<file path="src/hdl/tcp_connection_control_block_core_defines.svh">
// Assertion macros shared by the connection control block modules.
// Each macro expects a clock named clk and an active-low reset named arst_n in scope.
`ifndef TCP_CONNECTION_CONTROL_BLOCK_CORE_DEFINES_SVH
`define TCP_CONNECTION_CONTROL_BLOCK_CORE_DEFINES_SVH

// Consequent must hold in the same cycle as the antecedent.
`define TCB_ASSERT_NOW(label, ante, cons, msg) \
	label: assert property (@(posedge clk) disable iff (!arst_n) (ante) |-> (cons)) \
		else $error(msg);

// Consequent must hold in the cycle after the antecedent.
`define TCB_ASSERT_NEXT(label, ante, cons, msg) \
	label: assert property (@(posedge clk) disable iff (!arst_n) (ante) |=> (cons)) \
		else $error(msg);

`endif

</file>
<file path="src/hdl/tcb_pkg.sv">
// Types, codes and helper functions of the connection control block.
// No dependencies; used by every module of the block.
`default_nettype none

package tcb_pkg;

	// Input action codes.
	localparam logic [2:0] ACT_OPEN   = 3'd0;
	localparam logic [2:0] ACT_SEG    = 3'd1;
	localparam logic [2:0] ACT_SEND   = 3'd2;
	localparam logic [2:0] ACT_READ   = 3'd3;
	localparam logic [2:0] ACT_EXPIRE = 3'd4;

	// Bit positions in the TCP flag byte.
	localparam int FLAG_FIN = 0;
	localparam int FLAG_SYN = 1;
	localparam int FLAG_PSH = 3;
	localparam int FLAG_ACK = 4;

	// Configuration register indexes.
	localparam logic [1:0] REG_INIT_SEQ = 2'd0;
	localparam logic [1:0] REG_RCV_CAP  = 2'd1;
	localparam logic [1:0] REG_MSS      = 2'd2;

	localparam logic [31:0] INIT_SEQ_RESET = 32'd0;
	localparam logic [15:0] RCV_CAP_RESET  = 16'd65535;
	localparam logic [15:0] MSS_RESET      = 16'd1460;

	typedef enum logic [2:0] {
		ST_CLOSED    = 3'd0,
		ST_SYN_SENT  = 3'd1,
		ST_SYN_RCVD  = 3'd2,
		ST_ESTAB     = 3'd3,
		ST_FIN_WAIT1 = 3'd4,
		ST_FIN_WAIT2 = 3'd5,
		ST_TIME_WAIT = 3'd6
	} conn_state_t;

	typedef enum logic [1:0] {
		TX_NONE   = 2'd0,
		TX_ACK    = 2'd1,
		TX_SYN    = 2'd2,
		TX_SYNACK = 2'd3
	} tx_kind_t;

	typedef enum logic [2:0] {
		EV_NONE,
		EV_OPEN,
		EV_SEG,
		EV_SEND,
		EV_READ,
		EV_EXPIRE
	} event_kind_t;

	// Classified event as it waits in the queue.
	typedef struct packed {
		event_kind_t kind;
		logic        flag_fin;
		logic        flag_syn;
		logic        flag_psh;
		logic        flag_ack;
		logic        header_ok;
		logic [31:0] seg_seq;
		logic [31:0] seg_seq_p1;
		logic [31:0] seg_ack;
		logic [15:0] seg_window;
		logic [15:0] seg_payload_len;
		logic        payload_nz;
		logic [15:0] byte_count;
	} tcb_cmd_t;

	// One result item.
	typedef struct packed {
		tx_kind_t    transmit;
		logic [31:0] tx_seq;
		logic [31:0] tx_ack;
		logic [2:0]  conn_state_now;
		logic        dropped;
		logic [15:0] accepted_bytes;
		logic        wake_reader;
		logic        wake_sender;
		logic        start_wait_timer;
		logic [15:0] rcv_fill_now;
	} tcb_result_t;

	function automatic logic [15:0] min16(input logic [15:0] a, input logic [15:0] b);
		return (a < b) ? a : b;
	endfunction

endpackage

`default_nettype wire

</file>
<file path="src/hdl/tcb_front.sv">
// Front end: accepts input items and classifies them into queue commands.
// Depends on tcb_pkg.
`default_nettype none

module tcb_front (
	input  wire logic              s_tvalid,
	output logic                   s_tready,
	input  wire logic [127:0]      s_tdata,
	input  wire logic [7:0]        s_tuser,
	input  wire logic              queue_full,
	output logic                   push,
	output tcb_pkg::tcb_cmd_t      cmd
);

	logic [7:0] flags;

	assign flags    = s_tdata[7:0];
	assign s_tready = !queue_full;
	assign push     = s_tvalid && !queue_full;

	always_comb begin
		cmd                 = '0;
		cmd.flag_fin        = flags[tcb_pkg::FLAG_FIN];
		cmd.flag_syn        = flags[tcb_pkg::FLAG_SYN];
		cmd.flag_psh        = flags[tcb_pkg::FLAG_PSH];
		cmd.flag_ack        = flags[tcb_pkg::FLAG_ACK];
		cmd.seg_seq         = s_tdata[39:8];
		cmd.seg_seq_p1      = s_tdata[39:8] + 32'd1;
		cmd.seg_ack         = s_tdata[71:40];
		cmd.seg_window      = s_tdata[87:72];
		cmd.seg_payload_len = s_tdata[103:88];
		cmd.payload_nz      = (s_tdata[103:88] != 16'd0);
		cmd.header_ok       = s_tdata[104];
		cmd.byte_count      = s_tdata[120:105];
		case (s_tuser[2:0])
			tcb_pkg::ACT_OPEN:   cmd.kind = tcb_pkg::EV_OPEN;
			tcb_pkg::ACT_SEG:    cmd.kind = tcb_pkg::EV_SEG;
			tcb_pkg::ACT_SEND:   cmd.kind = tcb_pkg::EV_SEND;
			tcb_pkg::ACT_READ:   cmd.kind = tcb_pkg::EV_READ;
			tcb_pkg::ACT_EXPIRE: cmd.kind = tcb_pkg::EV_EXPIRE;
			default:             cmd.kind = tcb_pkg::EV_NONE;
		endcase
	end

endmodule

`default_nettype wire

</file>
<file path="src/hdl/tcb_queue.sv">
// Short flip-flop queue of classified commands between front and back end.
// Depends on tcb_pkg and the assertion macro header.
`default_nettype none
`include "tcp_connection_control_block_core_defines.svh"

module tcb_queue #(
	parameter int DEPTH = 4
) (
	input  wire logic              clk,
	input  wire logic              arst_n,
	input  wire logic              push,
	input  wire tcb_pkg::tcb_cmd_t push_data,
	output logic                   full,
	input  wire logic              pop,
	output logic                   valid,
	output tcb_pkg::tcb_cmd_t      head
);

	localparam int PTR_W = (DEPTH > 1) ? $clog2(DEPTH) : 1;
	localparam int CNT_W = $clog2(DEPTH + 1);

	tcb_pkg::tcb_cmd_t entry_q [DEPTH];
	logic [PTR_W-1:0]  wr_ptr_q;
	logic [PTR_W-1:0]  rd_ptr_q;
	logic [CNT_W-1:0]  count_q;

	function automatic logic [PTR_W-1:0] ptr_inc(input logic [PTR_W-1:0] p);
		return (p == PTR_W'(DEPTH - 1)) ? '0 : p + PTR_W'(1);
	endfunction

	assign full  = (count_q == CNT_W'(DEPTH));
	assign valid = (count_q != '0);
	assign head  = entry_q[rd_ptr_q];

	always_ff @(posedge clk) begin
		if (push) begin
			entry_q[wr_ptr_q] <= push_data;
		end
	end

	always_ff @(posedge clk or negedge arst_n) begin
		if (!arst_n) begin
			wr_ptr_q <= '0;
			rd_ptr_q <= '0;
			count_q  <= '0;
		end else begin
			if (push) begin
				wr_ptr_q <= ptr_inc(wr_ptr_q);
			end
			if (pop) begin
				rd_ptr_q <= ptr_inc(rd_ptr_q);
			end
			case ({push, pop})
				2'b10:   count_q <= count_q + CNT_W'(1);
				2'b01:   count_q <= count_q - CNT_W'(1);
				default: count_q <= count_q;
			endcase
		end
	end

	`TCB_ASSERT_NOW(a_no_pop_empty, count_q == '0, !pop, "queue popped while empty")
	`TCB_ASSERT_NEXT(a_push_fills, push && !pop, count_q != '0, "queue lost a pushed command")

endmodule

`default_nettype wire

</file>
<file path="src/hdl/tcb_back.sv">
// Back end: executes queued commands against the connection state and
// holds the result register. Depends on tcb_pkg and the assertion macro header.
`default_nettype none
`include "tcp_connection_control_block_core_defines.svh"

module tcb_back (
	input  wire logic              clk,
	input  wire logic              arst_n,
	input  wire logic              cfg_valid,
	input  wire logic [1:0]        cfg_index,
	input  wire logic [31:0]       cfg_data,
	input  wire logic              cmd_valid,
	input  wire tcb_pkg::tcb_cmd_t cmd,
	output logic                   cmd_pop,
	output logic                   res_valid,
	input  wire logic              res_ready,
	output tcb_pkg::tcb_result_t   res
);

	// Configuration registers.
	logic [31:0] init_seq_q;
	logic [15:0] rcv_cap_q;
	logic [15:0] mss_q;

	// Connection state. The peer's initial sequence number affects no result
	// and is not kept.
	tcb_pkg::conn_state_t st_q, st_d;
	logic [31:0] snd_una_q, snd_una_d;
	logic [31:0] snd_nxt_q, snd_nxt_d;
	logic [15:0] snd_wnd_q, snd_wnd_d;
	logic [31:0] rcv_nxt_q, rcv_nxt_d;
	logic [15:0] fill_q, fill_d;

	logic                 res_valid_q;
	tcb_pkg::tcb_result_t res_q, res_d;

	logic [15:0] space;
	logic [15:0] seg_n;
	logic [15:0] rd_n;
	logic [31:0] flight;
	logic [15:0] room;
	logic [15:0] snd_n;
	logic        in_win;
	logic        syn_ok;
	logic [31:0] una_sel;
	logic        want_ack;
	logic        go;
	logic [15:0] pay_n;
	logic        fin_inc;

	assign cmd_pop   = cmd_valid && (!res_valid_q || res_ready);
	assign res_valid = res_valid_q;
	assign res       = res_q;

	assign space  = (fill_q >= rcv_cap_q) ? 16'd0 : rcv_cap_q - fill_q;
	assign seg_n  = tcb_pkg::min16(cmd.seg_payload_len, space);
	assign rd_n   = tcb_pkg::min16(cmd.byte_count, fill_q);
	assign flight = snd_nxt_q - snd_una_q;
	assign room   = (flight >= {16'd0, snd_wnd_q}) ? 16'd0 : snd_wnd_q - flight[15:0];
	assign snd_n  = tcb_pkg::min16(cmd.byte_count, tcb_pkg::min16(mss_q, room));
	assign in_win = (snd_una_q < cmd.seg_ack) && (cmd.seg_ack <= snd_nxt_q);
	assign syn_ok = cmd.flag_ack && (snd_una_q <= cmd.seg_ack) && (cmd.seg_ack <= snd_nxt_q);
	assign una_sel = syn_ok ? cmd.seg_ack : snd_una_q;

	always_comb begin
		st_d      = st_q;
		snd_una_d = snd_una_q;
		snd_nxt_d = snd_nxt_q;
		snd_wnd_d = snd_wnd_q;
		rcv_nxt_d = rcv_nxt_q;
		fill_d    = fill_q;
		res_d     = '0;
		want_ack  = 1'b0;
		go        = 1'b0;
		pay_n     = 16'd0;
		fin_inc   = 1'b0;
		case (cmd.kind)
			tcb_pkg::EV_OPEN: begin
				if (st_q == tcb_pkg::ST_CLOSED) begin
					snd_una_d      = init_seq_q;
					snd_nxt_d      = init_seq_q + 32'd1;
					snd_wnd_d      = 16'd0;
					fill_d         = 16'd0;
					res_d.tx_seq   = init_seq_q;
					res_d.tx_ack   = rcv_nxt_q;
					res_d.transmit = tcb_pkg::TX_SYN;
					st_d           = tcb_pkg::ST_SYN_SENT;
				end
			end
			tcb_pkg::EV_SEG: begin
				if (!cmd.header_ok || st_q == tcb_pkg::ST_CLOSED) begin
					res_d.dropped = 1'b1;
				end else if (st_q == tcb_pkg::ST_SYN_SENT) begin
					if (cmd.flag_syn) begin
						rcv_nxt_d = cmd.seg_seq_p1;
						snd_una_d = una_sel;
						if (una_sel > init_seq_q) begin
							snd_wnd_d         = cmd.seg_window;
							st_d              = tcb_pkg::ST_ESTAB;
							want_ack          = 1'b1;
							res_d.wake_reader = 1'b1;
						end else begin
							st_d           = tcb_pkg::ST_SYN_RCVD;
							snd_nxt_d      = init_seq_q + 32'd1;
							res_d.tx_seq   = init_seq_q;
							res_d.tx_ack   = cmd.seg_seq_p1;
							res_d.transmit = tcb_pkg::TX_SYNACK;
						end
					end else begin
						res_d.dropped = 1'b1;
					end
				end else if (!cmd.flag_ack) begin
					res_d.dropped = 1'b1;
				end else begin
					go = 1'b1;
					case (st_q)
						tcb_pkg::ST_SYN_RCVD: begin
							if (in_win) begin
								snd_una_d         = cmd.seg_ack;
								st_d              = tcb_pkg::ST_ESTAB;
								snd_wnd_d         = cmd.seg_window;
								want_ack          = 1'b1;
								res_d.wake_reader = 1'b1;
							end else begin
								res_d.dropped = 1'b1;
								go            = 1'b0;
							end
						end
						tcb_pkg::ST_ESTAB: begin
							if (in_win) begin
								snd_una_d = cmd.seg_ack;
							end
							snd_wnd_d         = cmd.seg_window;
							res_d.wake_sender = 1'b1;
						end
						tcb_pkg::ST_FIN_WAIT1: begin
							st_d = tcb_pkg::ST_FIN_WAIT2;
						end
						default: begin
							res_d.dropped = 1'b1;
							go            = 1'b0;
						end
					endcase
					// In-order payload is stored up to the free buffer space.
					if (go && cmd.payload_nz) begin
						if (cmd.seg_seq != rcv_nxt_q) begin
							res_d.dropped = 1'b1;
							go            = 1'b0;
						end else begin
							pay_n                = seg_n;
							fill_d               = fill_q + seg_n;
							res_d.accepted_bytes = seg_n;
							if (seg_n != 16'd0) begin
								want_ack = 1'b1;
							end
							if ((fill_q + seg_n) == rcv_cap_q || cmd.flag_psh) begin
								res_d.wake_reader = 1'b1;
							end
						end
					end
					if (go && cmd.flag_fin) begin
						fin_inc = 1'b1;
						if (st_d == tcb_pkg::ST_FIN_WAIT1 || st_d == tcb_pkg::ST_FIN_WAIT2) begin
							st_d                   = tcb_pkg::ST_TIME_WAIT;
							want_ack               = 1'b1;
							res_d.start_wait_timer = 1'b1;
						end
					end
					rcv_nxt_d = rcv_nxt_q + {16'd0, pay_n} + {31'd0, fin_inc};
				end
				if (want_ack) begin
					res_d.transmit = tcb_pkg::TX_ACK;
					res_d.tx_seq   = snd_nxt_d;
					res_d.tx_ack   = rcv_nxt_d;
				end
			end
			tcb_pkg::EV_SEND: begin
				if (st_q == tcb_pkg::ST_ESTAB && snd_n != 16'd0) begin
					res_d.transmit       = tcb_pkg::TX_ACK;
					res_d.tx_seq         = snd_nxt_q;
					res_d.tx_ack         = rcv_nxt_q;
					snd_nxt_d            = snd_nxt_q + {16'd0, snd_n};
					res_d.accepted_bytes = snd_n;
				end
			end
			tcb_pkg::EV_READ: begin
				fill_d               = fill_q - rd_n;
				res_d.accepted_bytes = rd_n;
			end
			tcb_pkg::EV_EXPIRE: begin
				if (st_q == tcb_pkg::ST_TIME_WAIT) begin
					st_d              = tcb_pkg::ST_CLOSED;
					res_d.wake_reader = 1'b1;
				end
			end
			default: begin
			end
		endcase
		res_d.conn_state_now = st_d;
		res_d.rcv_fill_now   = fill_d;
	end

	always_ff @(posedge clk or negedge arst_n) begin
		if (!arst_n) begin
			init_seq_q <= tcb_pkg::INIT_SEQ_RESET;
			rcv_cap_q  <= tcb_pkg::RCV_CAP_RESET;
			mss_q      <= tcb_pkg::MSS_RESET;
		end else if (cfg_valid) begin
			case (cfg_index)
				tcb_pkg::REG_INIT_SEQ: init_seq_q <= cfg_data;
				tcb_pkg::REG_RCV_CAP:  rcv_cap_q  <= cfg_data[15:0];
				tcb_pkg::REG_MSS:      mss_q      <= cfg_data[15:0];
				default: begin
				end
			endcase
		end
	end

	always_ff @(posedge clk or negedge arst_n) begin
		if (!arst_n) begin
			st_q        <= tcb_pkg::ST_CLOSED;
			snd_una_q   <= '0;
			snd_nxt_q   <= '0;
			snd_wnd_q   <= '0;
			rcv_nxt_q   <= '0;
			fill_q      <= '0;
			res_valid_q <= 1'b0;
		end else begin
			if (cmd_pop) begin
				st_q      <= st_d;
				snd_una_q <= snd_una_d;
				snd_nxt_q <= snd_nxt_d;
				snd_wnd_q <= snd_wnd_d;
				rcv_nxt_q <= rcv_nxt_d;
				fill_q    <= fill_d;
			end
			if (cmd_pop) begin
				res_valid_q <= 1'b1;
			end else if (res_ready) begin
				res_valid_q <= 1'b0;
			end
		end
	end

	always_ff @(posedge clk) begin
		if (cmd_pop) begin
			res_q <= res_d;
		end
	end

	`TCB_ASSERT_NEXT(a_drop_only_seg, cmd_pop && cmd.kind != tcb_pkg::EV_SEG, !res_q.dropped,
		"drop reported for a non-segment event")
	`TCB_ASSERT_NOW(a_syn_state, res_valid_q && res_q.transmit == tcb_pkg::TX_SYN,
		res_q.conn_state_now == tcb_pkg::ST_SYN_SENT, "SYN sent outside syn-sent")
	`TCB_ASSERT_NOW(a_timer_ack, res_valid_q && res_q.start_wait_timer,
		res_q.conn_state_now == tcb_pkg::ST_TIME_WAIT && res_q.transmit == tcb_pkg::TX_ACK,
		"wait timer started without time wait and ACK")

endmodule

`default_nettype wire

</file>
<file path="src/hdl/tcp_connection_control_block_core.sv">
// Top level of the TCP connection control block: front end, command queue
// and back end. Depends on tcb_pkg, tcb_front, tcb_queue and tcb_back.
//
// Usage:
//   Events enter on the s_ channel (s_tuser carries the action code, s_tdata
//   the segment header fields and byte count). Each accepted item produces
//   exactly one result item on the m_ channel, in order. m_tuser carries the
//   transmit request code, m_tdata the sequence numbers and status.
//   Registers (initial send sequence, receive capacity, segment size) are
//   written on the cfg_ channel, which is always ready; write them only
//   while no event is in flight.
//   Path: an accepted item waits in the command queue; once the result register
//   is free it is popped and its result is loaded into that register and presented.
//   Throughput: one item per cycle while m_tready stays high. The execute stage
//   updates the whole connection state at once for each item it pops.
//   Stalls: the result register waits for m_tready; meanwhile new items fill
//   the command queue of QUEUE_DEPTH entries, and s_tready drops when it is full.
//   Reset: arst_n clears the state to closed, the sequence numbers, window and
//   receive fill to zero, the registers to their defaults and empties the queue.
`default_nettype none

module tcp_connection_control_block_core #(
	parameter int QUEUE_DEPTH = 4
) (
	input  wire logic         clk,
	input  wire logic         arst_n,
	// Event input.
	input  wire logic         s_tvalid,
	output logic              s_tready,
	// [7:0] seg_flags, [39:8] seg_seq, [71:40] seg_ack, [87:72] seg_window,
	// [103:88] seg_payload_len, [104] header_ok, [120:105] byte_count, rest zero
	input  wire logic [127:0] s_tdata,
	// [2:0] action, rest zero
	input  wire logic [7:0]   s_tuser,
	// Result output.
	output logic              m_tvalid,
	input  wire logic         m_tready,
	// [31:0] tx_seq, [63:32] tx_ack, [66:64] conn_state_now, [67] dropped,
	// [83:68] accepted_bytes, [84] wake_reader, [85] wake_sender,
	// [86] start_wait_timer, [102:87] rcv_fill_now, rest zero
	output logic [103:0]      m_tdata,
	// [1:0] transmit, rest zero
	output logic [7:0]        m_tuser,
	// Register writes.
	input  wire logic         cfg_valid,
	output logic              cfg_ready,
	input  wire logic [1:0]   cfg_index,
	input  wire logic [31:0]  cfg_data
);

	tcb_pkg::tcb_cmd_t    front_cmd;
	tcb_pkg::tcb_cmd_t    queue_head;
	tcb_pkg::tcb_result_t res;
	logic                 push;
	logic                 queue_full;
	logic                 queue_valid;
	logic                 pop;

	// Register writes are always taken; the execute stage reads them directly.
	assign cfg_ready = 1'b1;

	tcb_front u_front (
		.s_tvalid   (s_tvalid),
		.s_tready   (s_tready),
		.s_tdata    (s_tdata),
		.s_tuser    (s_tuser),
		.queue_full (queue_full),
		.push       (push),
		.cmd        (front_cmd)
	);

	tcb_queue #(
		.DEPTH (QUEUE_DEPTH)
	) u_queue (
		.clk       (clk),
		.arst_n    (arst_n),
		.push      (push),
		.push_data (front_cmd),
		.full      (queue_full),
		.pop       (pop),
		.valid     (queue_valid),
		.head      (queue_head)
	);

	tcb_back u_back (
		.clk       (clk),
		.arst_n    (arst_n),
		.cfg_valid (cfg_valid),
		.cfg_index (cfg_index),
		.cfg_data  (cfg_data),
		.cmd_valid (queue_valid),
		.cmd       (queue_head),
		.cmd_pop   (pop),
		.res_valid (m_tvalid),
		.res_ready (m_tready),
		.res       (res)
	);

	// Pack the result fields, first field lowest.
	assign m_tdata = {1'b0, res.rcv_fill_now, res.start_wait_timer, res.wake_sender,
		res.wake_reader, res.accepted_bytes, res.dropped, res.conn_state_now,
		res.tx_ack, res.tx_seq};
	assign m_tuser = {6'd0, res.transmit};

endmodule

`default_nettype wire
</file>
<file path="config.mk">
export PLATFORM = sky130hd
export DESIGN_NAME = tcp_connection_control_block_core
export DESIGN_NICKNAME = d
export VERILOG_FILES = /design/src/hdl/tcb_pkg.sv /design/src/hdl/tcb_front.sv /design/src/hdl/tcb_queue.sv /design/src/hdl/tcb_back.sv /design/src/hdl/tcp_connection_control_block_core.sv
export VERILOG_INCLUDE_DIRS = /design/src /design/src/hdl
export SDC_FILE = /design/constraint.sdc
export NUM_CORES = 2
export LEC_CHECK = 0
export CORE_UTILIZATION = 58
export CTS_CLUSTER_SIZE = 14
export DETAILED_ROUTE_END_ITERATION = 10
export DONT_BUFFER_PORTS = 1
export PLACE_DENSITY = 0.76
export SETUP_SLACK_MARGIN = 0.05
export SYNTH_ARGS = -nofsm -noshare
export SYNTH_HDL_FRONTEND = slang
export SYNTH_SLANG_ARGS = --single-unit
</file>
<file path="constraint.sdc">
create_clock -name clk -period 12.2 [get_ports clk]
set_clock_uncertainty 0.15 [all_clocks]
set_input_delay 0.61 -clock clk [delete_from_list [all_inputs] [get_ports clk]]
set_output_delay 0.61 -clock clk [all_outputs]
set_load 0.02 [all_outputs]
</file>
## Word-level counts from Yosys, hierarchy flattened

Memory sizes are Yosys's and may differ from the RTL's.
Index checks and enable logic that the tools add are counted.

| storage, ports and cells | value |
|---|---|
| register bits | 308 |
| memory bits (writable) | 612 |
| input bits | 175 |
| output and inout bits | 115 |
| word-level logic and storage cells | 262 |
| memories | 1 |

Memory list:

| memory | depth | width | rd ports | clocked after Yosys merged registers in | wr ports | line | source |
|---|---|---|---|---|---|---|---|
| u_queue.entry_q | 4 | 153 | 1 | 0 | 1 | tcb_queue.sv:22 | `tcb_pkg::tcb_cmd_t entry_q [DEPTH];` |

| cells by class | value |
|---|---|
| add/sub/neg operators | 14 |
| $lt $le $gt $ge | 10 |
| eq/ne operators | 35 |
| mux-type cells | 139 |
| bitwise logic cells | 3 |
| reduce and logical (&&, ||, !) cells | 37 |

Operators with widths:

| operator | number |
|---|---|
| two-way mux 32 bit | 18 |
| two-way mux 16 bit | 27 |
| two-way mux 66 bit | 6 |
| one-hot mux 66 bit (3 select lines) | 1 |
| one-hot mux 16 bit (3 select lines) | 2 |
| one-hot mux 32 bit (3 select lines) | 1 |
| two-way mux 65 bit | 1 |
| adder 32 x 1 -> 32 bit, second input constant | 2 |
| adder 32 x 16 -> 32 bit | 2 |
| less-or-equal comparator 32 bit | 2 |
| less-than comparator 16 bit | 4 |
| one-hot mux 16 bit (2 select lines) | 2 |
| one-hot mux 32 bit (2 select lines) | 1 |
| two-way mux 1 bit | 53 |
| nonzero test 16 bit | 3 |
| subtractor 16 bit | 3 |
| two-way mux 3 bit | 13 |
| two-way mux 19 bit | 2 |
| adder 32 x 1 -> 32 bit | 1 |
| >= comparator 32 x 16 -> 1 bit | 1 |
| greater-than comparator 32 bit | 1 |
| less-than comparator 32 bit | 1 |
| != test 32 bit | 1 |
| subtractor 32 bit | 1 |
| other kinds (39) | 89 |

## Depth between registers and ports, before layout

An unclocked memory read counts as a cell.

| depth | value |
|---|---|
| depth in word-level cells | 27 |
| gate-level depth with buffers | 65 |
| gate-level depth less buffers | 60 |

## Cells and area by module

A second synthesis with hierarchy kept.

| second synthesis, totals | value |
|---|---|
| cells, all modules | 4400 |
| area total of the unflattened synthesis | 51977.4 um^2 |

By module, submodules not included:

| module | instances | cells an instance | area an instance (um^2) |
|---|---|---|---|
| tcb_back | 1 | 3333 | 27834.2 |
| tcb_queue | 1 | 834 | 22479.1 |
| tcb_front | 1 | 223 | 1596.5 |
| tcp_connection_control_block_core | 1 | 10 | 67.6 |

## Least setup slack after synthesis

No wires, ideal clock.

| timing path | value |
|---|---|
| path type | register to register |
| start | register u_back.snd_nxt_q[0] |
| end | register u_back.snd_nxt_q[18] |
| setup time | 131 ps |
| arrival time | 11453 ps |
| path slack | 466 ps |
| stages on the path, launching flop included | 63 |
| period minus slack after synthesis | 11734 ps |
| cells stage by stage | dfrtp_1 inv_1 ha_1 inv_1 fa_1 a211oi_2 o21ai_2 a21o_1 a41o_1 xor2_1 ha_1 nand4_1 nor2_1 a21oi_1 o21ai_0 a311oi_1 o2111ai_1 nor4_2 (+27 left out) clkbuf_1 nor2_1 nor2_1 ha_1 fa_1 nand3_1 nand2_1 a31oi_1 o21ai_0 a31o_2 a21o_1 a21oi_1 o211ai_1 a21o_1 nand2_1 o31ai_1 o221a_2 or3_1 |

| between the ends | value |
|---|---|
| longest elaborated chain between the ends | 11 |
| elaborated cells on any way between the ends | 23 |
| classes of those cells | add/sub: 3; order compare: 5; eq/ne: 1; mux: 10; reduce/logical: 4 |

RTL lines:

| element | line | source |
|---|---|---|
| from (decl) | tcb_back.sv:29 | `logic [31:0] snd_nxt_q, snd_nxt_d;` |
| from (signal assigned) | tcb_back.sv:232 | `snd_nxt_q <= snd_nxt_d;` |
| parallel branches: the longest is 11 deep, another holds subtractor 32 bit | n/a |  |

Several ways; the timed one is not identified. The select of a mux whose other input is x is not followed.
A chain may end at the register's enable or synchronous reset.

## Final worst setup path

| timing path | value |
|---|---|
| start | register u_back.snd_una_q[6] |
| end | register u_back.snd_nxt_q[18] |

| between the ends | value |
|---|---|
| longest elaborated chain between the ends | 11 |
| elaborated cells on any way between the ends | 24 |
| classes of those cells | add/sub: 3; order compare: 5; eq/ne: 1; mux: 10; reduce/logical: 5 |

RTL lines:

| element | line | source |
|---|---|---|
| from (decl) | tcb_back.sv:28 | `logic [31:0] snd_una_q, snd_una_d;` |
| from (signal assigned) | tcb_back.sv:231 | `snd_una_q <= snd_una_d;` |
| parallel branches: the longest is 11 deep, another holds subtractor 32 bit | n/a |  |

Several ways; the timed one is not identified. The select of a mux whose other input is x is not followed.

==> impl_results.md <==
- Final worst path period share: 95.2%
- Crit end category: flip-flop
- Critical Path Source Type: flip-flop
- Max rail drop VDD: 0.000177 V
- Ys flop type: edfxtp_1
- Critical path class: flip-flop to flip-flop
- Post-DP Area: 52400 sq um
- Total power draw: 0.0185 W
- GR Overflow Total: 0
- Global-route wire length before repair: 226 mm
- Reg2reg start: u_back.snd_una_q[6]$_DFFE_PN0P_
- Tot GR Track Use: 33.6%
- Number of flops mapped to enable cells by yosys: 717
- Status: finished clean
- Total wire length: 151 mm
- Fin. max-slew vios: 0
- Worst-case clock buffer depth: 3
- Num CTS Buffers: 95
- Worst Path Max Fanout: 12
- MaxCap Viol Count: 0
- Die Ht: 299 um
- Ys async rst share: 22.1%
- Starting Density: 58.7%
- RSZ-0062 raised after global routing: false
- Post-synthesis register bit count: 920
- Root buffer cell: clkbuf_16
- CTS H-tree depth: 3
- Clock sink count: 920
- Cells after Synth: 4319
- Min-delay worst type: input port to flip-flop
- Floorplan row count: 108
- I/O pin count: 290
- Critical Path AT: 12.03 ns
- HPWL after DPL: 105 mm
- Final RePlAce weighted congestion: 0.985
- Antenna violations before repair: 14
- Final setup TNS: 0 ns
- Syn avg cell area: 11.8 sq um
- Non-Filler Instances: 5703
- Hold Crit Depth: 1
- Worst reg-to-reg path cell count: 52
- Final instance area: 57500 sq um
- Clock-pin slew of the registers on the worst-case setup and hold paths: 0.06 ns
- CP Data Required Time: 12.62 ns
- Vias in the first global route: 36.5k
- Hold Path End: u_queue.entry_q[0][89]$_DFFE_PP_
- LEAKAGE: 21.8 nW
- R2r setup slk: 0.59 ns
- DRT Pass-1 Iters: 6
- Antenna viol nets, final: 0
- Core Box Area: 87000 sq um
- Placed cell count: 5346
- Critical path's largest stage delay: 0.53 ns
- Worst r2r dst: u_back.snd_nxt_q[18]$_DFFE_PN0P_
- Clk Latency, worst-skew pair: 0.72 ns
- Max Fclk: 0.0861 GHz
- Routed length per instance: 26.5 um
- Setup Viol. Count Final: 0
- Post-synthesis sequential area ratio: 52.1%
- Top Family by Delay on Critical Path: compound AO/OA/AOI/OAI gates
- Buffer and inverter count on the worst path: 4
- Share of layout cells above drive strength 1: 12.4%
- Worst-margin pin slew: 1.27 ns
- Hold Path Origin: s_tdata[16]
- Drt via density: 6.55
- Synthesized area: 51100 sq um
- Initial DRC Count: 4039
- Final #Nets: 4948
- Vias: 37.3k
- Final hold vios: 0
- P per Cell Area: 322 nW/um^2
- Area of the die: 89300 sq um
- Slowest CP cell: a2111o_1
- PortBufs: 0
- Largest net degree at the start of global routing: 204
- Yosys warns: 0
- Die X: 299 um
- Synth unique cells: 93
- CTS tree: built
- Max_slew headroom: 15.2%
- Remaining DRCs: 0
- Area grow syn2layout: 12.5%
- Final worst path period need: 11.61 ns
-- layer usage --
metal,vias up,wire length [um],GRT usage [%]
met5,-,41,0
met2,1937,71600,54.3
met3,394,12600,5.85
met4,6,7900,16.1
met1,18400,59000,44.2
li1,16600,-,-
-- cells in the mapped netlist (all sizes together), types with 32 or more instances --
library cell,number,area (sq um)
clkbuf,136,510
mux2,61,687
dfrtp,181,4530
edfxtp,717,21500
nor2,292,1100
nand4,79,494
a21o,107,803
a31oi,38,238
mux4,153,3450
buf,71,409
nand3,64,320
a22oi,32,240
nor3,72,360
a21oi,201,1030
a221o,49,490
nand2,406,1520
ha,307,3840
and2,40,250
inv,245,920
o31a,33,289
mux2i,38,380
and3,42,263
xor2,55,482
xnor2,146,1280
o21ai,304,1530
-- power by group --
part           leakage [nW]  internal [W]  total, W  switching, W
Clock                  1.57       0.00173   0.00304       0.00131
Sequential             9.20       0.00429   0.00503      0.000733
Combinational          11.0       0.00396    0.0104       0.00648
Total                  21.8       0.00998    0.0185       0.00852
-- metrics by stage --
| stage | util [%] | hold slack (ns) | worst slack [ns] |
|---|---|---|---|
| after floorplan | - | 0.164 | 0.466 |
| after global placement | 60.2 | 0.181 | 0.334 |
| after detailed placement | 60.2 | 0.183 | -0.0581 |
| after CTS | 65.7 | 0.00391 | 0.0736 |
| after global routing | 66.1 | 0.0103 | 0.0517 |
| final | 66.1 | 0.0351 | 0.589 |
-- area by class of cell --
class	count	area [sq um]
flip-flops and latches	920	26600
well taps	1155	1450
clock inverters	61	734
repair buffers	241	2270
diodes	9	22.5
fillers	6405	29500
clock buffers	118	2520
inverters	245	925
multi-input cells	2954	22900
-- sequential cells by signal (all words and copies together) (netlist names) --
name	flops
u_back.snd_nxt_q	32
u_back.snd_wnd_q	16
u_queue.entry_q	612
u_back.init_seq_q	32
u_queue.count_q	3
u_back.rcv_cap_q	16
u_queue.wr_ptr_q	2
u_back.res_valid	1
u_queue.rd_ptr_q	2
u_back.fill_q	16
u_back.snd_una_q	32
u_back.st_q	3
u_back.res	105
u_back.mss_q	16
u_back.rcv_nxt_q	32
-- cells by family (layout without fill, tap and decap cells) --
| kind of cell | count (synthesis) | after routing | synth area share (%) |
|---|---|---|---|
| AND/OR/NAND/NOR | 1135 | 1136 | 10.4 |
| AO/OA/AOI/OAI | 1039 | 1039 | 13.6 |
| buffers and inverters | 452 | 665 | 3.60 |
| multiplexers | 252 | 252 | 8.83 |
| XOR/XNOR | 203 | 203 | 3.54 |
| adder cells (fa/ha/maj) | 316 | 316 | 7.87 |
| flip-flops | 920 | 920 | 52.1 |
| other | 2 | 17 | 0.0147 |
-- what timing repair did --
item	CTS	global route
pin swaps	1	13
endpoints found under the hold margin	753	0
hold buffers	155	0
gates cloned	0	1
buffers inserted	1	12
resized for setup	4	40
endpoints found under the setup margin	7	23
-- worst max-delay path by stage --
stage	startpoint	end	slack, ns	cells after the start
2_1_floorplan	u_back.snd_nxt_q[0]$_DFFE_PN0P_	u_back.snd_nxt_q[18]$_DFFE_PN0P_	0.47	62
3_3_place_gp	u_back.snd_una_q[4]$_DFFE_PN0P_	u_back.snd_nxt_q[28]$_DFFE_PN0P_	0.33	56
3_5_place_dp	u_back.snd_una_q[4]$_DFFE_PN0P_	u_back.snd_nxt_q[28]$_DFFE_PN0P_	-0.06	56
4_1_cts	u_back.snd_una_q[6]$_DFFE_PN0P_	u_back.snd_nxt_q[18]$_DFFE_PN0P_	0.07	57
5_1_grt	u_back.snd_una_q[6]$_DFFE_PN0P_	u_back.snd_nxt_q[28]$_DFFE_PN0P_	0.05	61
6_report	u_back.snd_una_q[6]$_DFFE_PN0P_	u_back.snd_nxt_q[18]$_DFFE_PN0P_	0.59	52
-- cell usage in the layout, fill, tap and decap left out, types with 18 or more instances in the layout --
| cell | count |
|---|---|
| nand2b_1 | 25 |
| a22oi_1 | 32 |
| mux4_2 | 153 |
| nand2_1 | 402 |
| o31a_1 | 33 |
| and3_1 | 36 |
| o211ai_1 | 27 |
| edfxtp_1 | 717 |
| o21ai_1 | 19 |
| buf_4 | 81 |
| mux2_2 | 61 |
| o21a_1 | 26 |
| dfstp_2 | 22 |
| ha_1 | 301 |
| a22o_1 | 31 |
| nor2_1 | 288 |
| a21o_1 | 107 |
| mux2i_1 | 38 |
| clkbuf_16 | 96 |
| a21oi_1 | 185 |
| a221o_1 | 49 |
| nand4_1 | 79 |
| dlygate4sd3_1 | 154 |
| nand3_1 | 64 |
| nor4_1 | 23 |
| o21ai_0 | 283 |
| xor2_1 | 54 |
| clkbuf_1 | 18 |
| nor2b_1 | 30 |
| a31oi_1 | 37 |
| dfrtp_1 | 179 |
| o22ai_1 | 22 |
| o221ai_1 | 24 |
| and2_1 | 39 |
| nor3_1 | 67 |
| inv_1 | 242 |
| xnor2_1 | 144 |
(Power assumes the default switching activity.)
